<file path="src/rtl/i5gsmv_pkg.sv">
`timescale 1ns / 1ps
`default_nettype none
package i5gsmv_pkg;

   // default sizing
   localparam int MAX_ROW_LENGTH_DEF = 4096;
   localparam int GROUP_SIZE_DEF     = 128;
   localparam int MAX_ROWS_DEF       = 4096;

   // field and accumulator widths
   localparam int CFG_W     = 13;
   localparam int CSR_IDX_W = 1;
   localparam int WCODE_W   = 5;
   localparam int ACT_W     = 16;
   localparam int SCALE_W   = 16;
   localparam int PROD_W    = WCODE_W + ACT_W;     // 21
   localparam int GSUM_W    = 28;
   localparam int SCALED_W  = GSUM_W + SCALE_W;    // 44
   localparam int RSUM_W    = 50;
   localparam int IDX_W     = 12;

   // register map
   localparam logic [CSR_IDX_W-1:0] REG_ROW_LENGTH = 1'd0;
   localparam logic [CSR_IDX_W-1:0] REG_ROW_COUNT  = 1'd1;

   localparam logic [CFG_W-1:0] ROW_LENGTH_RST = 13'd128;
   localparam logic [CFG_W-1:0] ROW_COUNT_RST  = 13'd1;

   typedef struct packed {
      logic             capture;    // latch operands, form weight x activation
      logic             gsum_add;   // fold product into group sum
      logic             scale_mul;  // scale x group sum, clear group sum
      logic             row_add;    // fold scaled group into row sum
      logic             emit;       // load result register, clear row sum
      logic [IDX_W-1:0] row_index;
      logic             last_row;
   } dp_cmd_type;

   typedef struct packed {
      logic out_free;
   } dp_status_type;

endpackage
`default_nettype wire

</file>
<file path="src/rtl/i5gsmv_dp.sv">
`timescale 1ns / 1ps
`default_nettype none
module i5gsmv_dp (
   input  wire logic                                    clock,
   input  wire logic                                    reset,
   input  wire i5gsmv_pkg::dp_cmd_type                  cmd,
   output      i5gsmv_pkg::dp_status_type               status,
   input  wire logic        [i5gsmv_pkg::WCODE_W-1:0]   req_weight_code,
   input  wire logic signed [i5gsmv_pkg::ACT_W-1:0]     req_activation,
   input  wire logic signed [i5gsmv_pkg::SCALE_W-1:0]   req_group_scale,
   output      logic                                    rsp_valid,
   input  wire logic                                    rsp_ready,
   output      logic signed [i5gsmv_pkg::RSUM_W-1:0]    rsp_row_value,
   output      logic        [i5gsmv_pkg::IDX_W-1:0]     rsp_row_index,
   output      logic                                    rsp_last_row
);

   localparam int PROD_W   = i5gsmv_pkg::PROD_W;
   localparam int GSUM_W   = i5gsmv_pkg::GSUM_W;
   localparam int SCALED_W = i5gsmv_pkg::SCALED_W;
   localparam int RSUM_W   = i5gsmv_pkg::RSUM_W;
   localparam int SCALE_W  = i5gsmv_pkg::SCALE_W;
   localparam int IDX_W    = i5gsmv_pkg::IDX_W;

   logic signed [PROD_W-1:0]   prod_ff, prod_in;
   logic signed [SCALE_W-1:0]  scale_ff;
   logic signed [GSUM_W-1:0]   gsum_ff, gsum_in;
   logic signed [SCALED_W-1:0] scaled_ff, scaled_in;
   logic signed [RSUM_W-1:0]   rsum_ff, rsum_in;
   logic signed [RSUM_W-1:0]   out_value_ff;
   logic        [IDX_W-1:0]    out_index_ff;
   logic                       out_last_ff;
   logic                       out_valid_ff, out_valid_in;

   logic signed [PROD_W-1:0]   w_ext, a_ext;
   logic signed [GSUM_W:0]     gsum_wide;
   logic signed [RSUM_W:0]     rsum_wide;

   always_comb begin
      w_ext     = PROD_W'($signed(req_weight_code));
      a_ext     = PROD_W'(req_activation);
      prod_in   = w_ext * a_ext;
      scaled_in = SCALED_W'(gsum_ff) * SCALED_W'(scale_ff);
   end

   // saturating group accumulate
   always_comb begin
      gsum_wide = (GSUM_W+1)'(gsum_ff) + (GSUM_W+1)'(prod_ff);
      if (gsum_wide[GSUM_W] != gsum_wide[GSUM_W-1]) begin
         gsum_in = gsum_wide[GSUM_W] ? {1'b1, {(GSUM_W-1){1'b0}}}
                                     : {1'b0, {(GSUM_W-1){1'b1}}};
      end else begin
         gsum_in = gsum_wide[GSUM_W-1:0];
      end
   end

   // saturating row accumulate
   always_comb begin
      rsum_wide = (RSUM_W+1)'(rsum_ff) + (RSUM_W+1)'(scaled_ff);
      if (rsum_wide[RSUM_W] != rsum_wide[RSUM_W-1]) begin
         rsum_in = rsum_wide[RSUM_W] ? {1'b1, {(RSUM_W-1){1'b0}}}
                                     : {1'b0, {(RSUM_W-1){1'b1}}};
      end else begin
         rsum_in = rsum_wide[RSUM_W-1:0];
      end
   end

   always_comb begin
      out_valid_in = out_valid_ff;
      if (cmd.emit) begin
         out_valid_in = 1'b1;
      end else if (rsp_ready) begin
         out_valid_in = 1'b0;
      end
   end

   always_ff @(posedge clock) begin
      if (cmd.capture) begin
         prod_ff  <= prod_in;
         scale_ff <= req_group_scale;
      end
      if (cmd.scale_mul) begin
         scaled_ff <= scaled_in;
      end
      if (cmd.emit) begin
         out_value_ff <= rsum_ff;
         out_index_ff <= cmd.row_index;
         out_last_ff  <= cmd.last_row;
      end
   end

   always_ff @(posedge clock) begin
      if (reset) begin
         gsum_ff      <= '0;
         rsum_ff      <= '0;
         out_valid_ff <= 1'b0;
      end else begin
         out_valid_ff <= out_valid_in;
         if (cmd.gsum_add) begin
            gsum_ff <= gsum_in;
         end else if (cmd.scale_mul) begin
            gsum_ff <= '0;
         end
         if (cmd.row_add) begin
            rsum_ff <= rsum_in;
         end else if (cmd.emit) begin
            rsum_ff <= '0;
         end
      end
   end

   // a waiting beat leaves this cycle or none is held
   assign status.out_free = !out_valid_ff || rsp_ready;

   assign rsp_valid     = out_valid_ff;
   assign rsp_row_value = out_value_ff;
   assign rsp_row_index = out_index_ff;
   assign rsp_last_row  = out_last_ff;

endmodule
`default_nettype wire

</file>
<file path="src/rtl/i5gsmv_ctrl.sv">
`timescale 1ns / 1ps
`default_nettype none
module i5gsmv_ctrl #(
   parameter int MAX_ROW_LENGTH = i5gsmv_pkg::MAX_ROW_LENGTH_DEF,
   parameter int GROUP_SIZE     = i5gsmv_pkg::GROUP_SIZE_DEF,
   parameter int MAX_ROWS       = i5gsmv_pkg::MAX_ROWS_DEF
) (
   input  wire logic                                  clock,
   input  wire logic                                  reset,
   input  wire logic                                  csr_write_enable,
   input  wire logic [i5gsmv_pkg::CSR_IDX_W-1:0]      csr_index,
   input  wire logic [i5gsmv_pkg::CFG_W-1:0]          csr_write_data,
   input  wire logic                                  req_valid,
   output      logic                                  req_ready,
   output      i5gsmv_pkg::dp_cmd_type                cmd,
   input  wire i5gsmv_pkg::dp_status_type             status
);

   localparam int CFG_W = i5gsmv_pkg::CFG_W;
   localparam int IDX_W = i5gsmv_pkg::IDX_W;
   localparam int COL_W = $clog2(MAX_ROW_LENGTH);
   localparam int LEN_W = (COL_W + 1 > CFG_W) ? COL_W + 1 : CFG_W;
   localparam int ROW_W = (MAX_ROWS > 1) ? $clog2(MAX_ROWS) : 1;
   localparam int CNT_W = (ROW_W + 1 > CFG_W) ? ROW_W + 1 : CFG_W;
   localparam int GRP_W = $clog2(GROUP_SIZE);

   localparam logic [2:0] S_IDLE  = 3'd0;
   localparam logic [2:0] S_GSUM  = 3'd1;
   localparam logic [2:0] S_SCALE = 3'd2;
   localparam logic [2:0] S_ROW   = 3'd3;
   localparam logic [2:0] S_EMIT  = 3'd4;

   logic [2:0]       state_ff, state_in;
   logic [CFG_W-1:0] row_length_ff, row_count_ff;
   logic [COL_W-1:0] col_ff, col_in;
   logic [GRP_W-1:0] gcol_ff, gcol_in;
   logic [ROW_W-1:0] row_ff, row_in;
   logic             grp_end_ff, row_end_ff, last_ff;
   logic [IDX_W-1:0] idx_ff;

   logic [LEN_W-1:0] len_eff;
   logic [CNT_W-1:0] rows_eff;
   logic             accept, row_end, grp_end, last;

   // zero acts as one, oversize clamps to the maximum
   always_comb begin
      if (row_length_ff == '0) begin
         len_eff = LEN_W'(1);
      end else if (LEN_W'(row_length_ff) > LEN_W'(MAX_ROW_LENGTH)) begin
         len_eff = LEN_W'(MAX_ROW_LENGTH);
      end else begin
         len_eff = LEN_W'(row_length_ff);
      end
      if (row_count_ff == '0) begin
         rows_eff = CNT_W'(1);
      end else if (CNT_W'(row_count_ff) > CNT_W'(MAX_ROWS)) begin
         rows_eff = CNT_W'(MAX_ROWS);
      end else begin
         rows_eff = CNT_W'(row_count_ff);
      end
   end

   assign req_ready = (state_ff == S_IDLE);
   assign accept    = req_valid && req_ready;
   assign row_end   = (LEN_W'(col_ff) + LEN_W'(1)) >= len_eff;
   assign grp_end   = row_end || (gcol_ff == GRP_W'(GROUP_SIZE - 1));
   assign last      = (CNT_W'(row_ff) + CNT_W'(1)) >= rows_eff;

   always_comb begin
      col_in  = col_ff;
      gcol_in = gcol_ff;
      row_in  = row_ff;
      if (accept) begin
         col_in  = row_end ? '0 : col_ff + COL_W'(1);
         gcol_in = grp_end ? '0 : gcol_ff + GRP_W'(1);
         if (row_end) begin
            row_in = last ? '0 : row_ff + ROW_W'(1);
         end
      end
   end

   always_comb begin
      state_in = state_ff;
      unique case (state_ff)
         S_IDLE: begin
            if (accept) begin
               state_in = S_GSUM;
            end
         end
         S_GSUM: begin
            state_in = grp_end_ff ? S_SCALE : S_IDLE;
         end
         S_SCALE: begin
            state_in = S_ROW;
         end
         S_ROW: begin
            state_in = row_end_ff ? S_EMIT : S_IDLE;
         end
         S_EMIT: begin
            if (status.out_free) begin
               state_in = S_IDLE;
            end
         end
         default: begin
            state_in = S_IDLE;
         end
      endcase
   end

   always_comb begin
      cmd.capture   = accept;
      cmd.gsum_add  = (state_ff == S_GSUM);
      cmd.scale_mul = (state_ff == S_SCALE);
      cmd.row_add   = (state_ff == S_ROW);
      cmd.emit      = (state_ff == S_EMIT) && status.out_free;
      cmd.row_index = idx_ff;
      cmd.last_row  = last_ff;
   end

   always_ff @(posedge clock) begin
      if (accept) begin
         grp_end_ff <= grp_end;
         row_end_ff <= row_end;
         last_ff    <= last;
         idx_ff     <= IDX_W'(row_ff);
      end
   end

   always_ff @(posedge clock) begin
      if (reset) begin
         state_ff      <= S_IDLE;
         row_length_ff <= i5gsmv_pkg::ROW_LENGTH_RST;
         row_count_ff  <= i5gsmv_pkg::ROW_COUNT_RST;
         col_ff        <= '0;
         gcol_ff       <= '0;
         row_ff        <= '0;
      end else begin
         state_ff <= state_in;
         col_ff   <= col_in;
         gcol_ff  <= gcol_in;
         row_ff   <= row_in;
         if (csr_write_enable) begin
            unique case (csr_index)
               i5gsmv_pkg::REG_ROW_LENGTH: row_length_ff <= csr_write_data;
               i5gsmv_pkg::REG_ROW_COUNT:  row_count_ff  <= csr_write_data;
               default: ;
            endcase
         end
      end
   end

endmodule
`default_nettype wire

</file>
<file path="src/rtl/int5_group_scaled_matvec_core.sv">
`timescale 1ns / 1ps
`default_nettype none
// A finished row is loaded into the result register in the emit step, which waits while
//   an earlier result is untaken. A weight is taken only in idle, after the controller
//   steps the last through group add, then on a group end scale multiply and row add.
// The result register lets the next weight in while a finished row waits to be taken.
// Reset (synchronous, active high) clears positions, sums and the result valid,
//   and returns row_length to 128 and row_count to 1.
module int5_group_scaled_matvec_core #(
   parameter int MAX_ROW_LENGTH = i5gsmv_pkg::MAX_ROW_LENGTH_DEF,
   parameter int GROUP_SIZE     = i5gsmv_pkg::GROUP_SIZE_DEF,
   parameter int MAX_ROWS       = i5gsmv_pkg::MAX_ROWS_DEF
) (
   input  wire logic                                   clock,
   input  wire logic                                   reset,
   input  wire logic                                   csr_write_enable,
   input  wire logic        [i5gsmv_pkg::CSR_IDX_W-1:0] csr_index,
   input  wire logic        [i5gsmv_pkg::CFG_W-1:0]    csr_write_data,
   input  wire logic                                   req_valid,
   output      logic                                   req_ready,
   input  wire logic        [i5gsmv_pkg::WCODE_W-1:0]  req_weight_code,
   input  wire logic signed [i5gsmv_pkg::ACT_W-1:0]    req_activation,
   input  wire logic signed [i5gsmv_pkg::SCALE_W-1:0]  req_group_scale,
   output      logic                                   rsp_valid,
   input  wire logic                                   rsp_ready,
   output      logic signed [i5gsmv_pkg::RSUM_W-1:0]   rsp_row_value,
   output      logic        [i5gsmv_pkg::IDX_W-1:0]    rsp_row_index,
   output      logic                                   rsp_last_row
);

   i5gsmv_pkg::dp_cmd_type    cmd;
   i5gsmv_pkg::dp_status_type status;

   i5gsmv_ctrl #(
      .MAX_ROW_LENGTH (MAX_ROW_LENGTH),
      .GROUP_SIZE     (GROUP_SIZE),
      .MAX_ROWS       (MAX_ROWS)
   ) u_ctrl (
      .clock            (clock),
      .reset            (reset),
      .csr_write_enable (csr_write_enable),
      .csr_index        (csr_index),
      .csr_write_data   (csr_write_data),
      .req_valid        (req_valid),
      .req_ready        (req_ready),
      .cmd              (cmd),
      .status           (status)
   );

   i5gsmv_dp u_dp (
      .clock           (clock),
      .reset           (reset),
      .cmd             (cmd),
      .status          (status),
      .req_weight_code (req_weight_code),
      .req_activation  (req_activation),
      .req_group_scale (req_group_scale),
      .rsp_valid       (rsp_valid),
      .rsp_ready       (rsp_ready),
      .rsp_row_value   (rsp_row_value),
      .rsp_row_index   (rsp_row_index),
      .rsp_last_row    (rsp_last_row)
   );

endmodule
`default_nettype wire

</file>
<file path="config.mk">
export PLATFORM = sky130hd
export DESIGN_NAME = int5_group_scaled_matvec_core
export DESIGN_NICKNAME = d
export VERILOG_FILES = /design/src/rtl/i5gsmv_pkg.sv /design/src/rtl/i5gsmv_dp.sv /design/src/rtl/i5gsmv_ctrl.sv /design/src/rtl/int5_group_scaled_matvec_core.sv
export SDC_FILE = /design/constraint.sdc
export NUM_CORES = 2
export LEC_CHECK = 0
export ABC_CLOCK_PERIOD_IN_PS = 16200
export BUFFER_PORTS_ARGS = -buffer_cell sky130_fd_sc_hd__buf_2
export CORE_MARGIN = 2
export CORE_UTILIZATION = 65
export CTS_CLUSTER_DIAMETER = 150
export DETAILED_ROUTE_END_ITERATION = 16
export GPL_ROUTABILITY_DRIVEN = 0
export HOLD_SLACK_MARGIN = 0.06
export PLACE_DENSITY = 0.85
export SLEW_MARGIN = 20
export SYNTH_ARGS = -nofsm -noshare
export SYNTH_HDL_FRONTEND = slang
export SYNTH_SLANG_ARGS = --single-unit
export TNS_END_PERCENT = 1
</file>
<file path="constraint.sdc">
create_clock -name clock -period 16.2 [get_ports clock]
set_input_delay 3.24 -clock clock [delete_from_list [all_inputs] [get_ports clock]]
set_output_delay 3.24 -clock clock [all_outputs]
set_load 0.01 [all_outputs]
</file>
==> impl_metrics.toml <==
[logic_synthesis]
synth_fp_nets = 4485
ys_seq_area_share_pct = 22.3
synth_cell_types = 76
avgSynthCellArea_sq_um = 9.18
ys.flop_type = "edfxtp_1"
synthCells = 3697
yosysWarnings = 0
ys_ff_latch = 298
syn_area_sq_um = 33900
synth-edff-count = 159
synth-async-reset-ratio_pct = 0

[layout]
drive_gt1_share_pct = 6.05
layout_common_cells = "inv_1, nand2_1, fa_1"
fin_nets = 4514
synthToLayoutAreaGrowth_pct = 6.41
n_antenna_cell = 0
final_common_cell = "inv_1"
final_area_sq_um = 36100

[detailed_routing]
routedWlPerCell_um = 17.6
postRouteAntennaNets = 0
drc = 0
drt_pass1_iterations = 6
drtIter0Drc = 1956
via_per_inst = 5.85
finalWirelength_mm = 77.9
via_count = 25907

[floorplanning]
rows = 83
dieArea_sq_um = 54100
core_sq_um = 51500
initial_core_util_pct = 65.9
io_pins = 121
fp.dieW_um = 233
die-height_um = 233

[critical_path]
r2r_cells = 20
startpoint_type = "register"
worstPathMaxFanout = 28
worst-setup-path-type = "reg2reg"
crit_path_end_kind = "register"
cp.arrival_ns = 8.00
cp.required_ns = 16.51

[placement]
port_buffers = 120
dpl_cell_area_sq_um = 35000
dp_hpwl_mm = 59.5

[clock_tree]
cts_tree = "built"
cts.hold.buffers_added = 0
clockRootBuffer = "clkbuf_16"
clkLatencyLatePin_ns = 0.56
cts_resized = 0
clkTransAtPathRegs_ns = 0.06
clock-sinks = 298
cts_buffers = 34
cts_setup_buffers = 0
h-tree-depth = 2
cts_buffer_depth = 3

[timing]
slew_violations = 0
period_share_pct = 47.5
fin_crit_ns = 7.70
hold_viol = 0
worst_pin_slew_ns = 1.23
slew_headroom_pct = 18.2
fmax_mhz = 130
tns_ns = 0
setup_violations = 0
finalClockSkew_ns = 0.0227
rsz0062_at_grt = "no"

[global_route]
grt_pass1_vias = 26415
overflow = 0
grt_max_degree = 67
antenna_found_initial = 0
grt_pass1_wl_mm = 129
grt_usage_pct = 29.7

[worst_hold_path]
worstHoldPathCells = 0
hold_path.class = "reg2reg"

[power_and_ir_drop]
p_sw_mw = 3.99
p_leak_nw = 17.0
p_per_area_nw_per_um2 = 221
seqPwrFrac_pct = 15.8
total_power_mw = 7.99
power_frac_comb_pct = 74.7
p_clk_share_pct = 9.5
p_int_mw = 4.00
ir_drop_uv = 300
swShare_pct = 49.9

[outcome]
outcome = "complete, no violations"

[job]
drv_cap = 0
[registers in the layout (all words and copies together) (netlist names), 13 cells and up]
register / flops
u_dp.rsp_row_value: 50
u_ctrl.row_count_ff: 13
u_dp.prod_ff: 21
u_dp.scale_ff: 16
u_dp.rsum_ff: 50
u_dp.scaled_ff: 44
u_dp.gsum_ff: 28
u_ctrl.row_length_ff: 13
[kinds of logic after synthesis]
| group | after synthesis | synth area share, % |
|---|---|---|
| buf+inv | 739 | 8.32 |
| simple gates | 1173 | 16.7 |
| compound gates | 595 | 10.9 |
| mux | 3 | 0.0885 |
| xor+xnor | 157 | 4.05 |
| fa+ha+maj | 732 | 37.6 |
| flops | 298 | 22.3 |
[power groups by stage]
stage	sequential, mW	clock (mW)	combinational, mW
after floorplan	1.16	0	4.58
final	1.27	0.755	5.97
after detailed placement	1.27	0	5.89
after global routing	1.27	0.801	6.71
after CTS	1.26	0.771	5.95
after global placement	1.27	0	5.69
[synth_stat cells (43+ instances only)]
cell type	count	area (sq um)
clkbuf_1	122	458
xnor2_1	106	928
ha_1	250	3130
nand2b_1	43	269
a21oi_1	199	996
and2_1	226	1410
nor2_1	154	578
o21ai_1	45	225
a21o_1	56	420
xor2_1	51	447
dfxtp_1	139	2780
inv_1	586	2200
nand2_1	524	1970
o21ai_0	100	500
fa_1	482	9650
edfxtp_1	159	4770
[path summary, 6_finish.rpt]
kind | start | end | slack, ns
worst max-delay path | u_dp.scale_ff[11] | u_dp.scaled_ff[43] | 8.50
worst min-delay path | u_ctrl.idx_ff[0] | u_dp.rsp_row_index[0] | 0.42
worst max register to register | u_dp.scale_ff[11] | u_dp.scaled_ff[43] | 8.50
worst min register to register | u_ctrl.idx_ff[0] | u_dp.rsp_row_index[0] | 0.42
[worst max-delay path, cell delays in order, from the launching register on]
cell      delay [ns]
edfxtp_1        1.14
nand2_1         0.21
fa_1            0.55
inv_1           0.05
fa_1            0.46
fa_1            0.53
fa_1            0.52
fa_1            0.55
inv_1           0.06
fa_1            0.56
inv_1           0.05
ha_1            0.38
nand2_1         0.07
nor2_1          0.12
a21boi_0        0.10
a31o_2          0.27
a211oi_1        0.67
o211ai_1        0.30
o21ai_0         0.53
mux2i_1         0.24
nand4_1         0.09
[final cells by class]
class,count,area [sq um]
fillers,3930,15400
clock buffers,45,932
inverters,587,2200
clock inverters,17,176
multi-input cells,2660,23600
flip-flops and latches,298,7560
repair buffers,145,813
well taps,680,851
[layer usage]
layer  GRT usage, %  routed length [um]
met1           37.5               30300
met5              0                   0
met3           4.52                5670
met2           50.4               38200
met4           13.5                3770
[through the flow]
stage	util (%)	std cells	setup WS (ns)	hold slack, ns
2_1_floorplan	-	3697	8.55	0.400
3_3_place_gp	67.9	4367	8.33	0.404
3_5_place_dp	67.9	4367	8.18	0.406
4_1_cts	70.0	4429	8.49	0.419
5_1_grt	70.1	4432	8.08	0.429
6_report	70.1	4432	8.50	0.418
No activity file was read; power rests on OpenSTA's default activity.
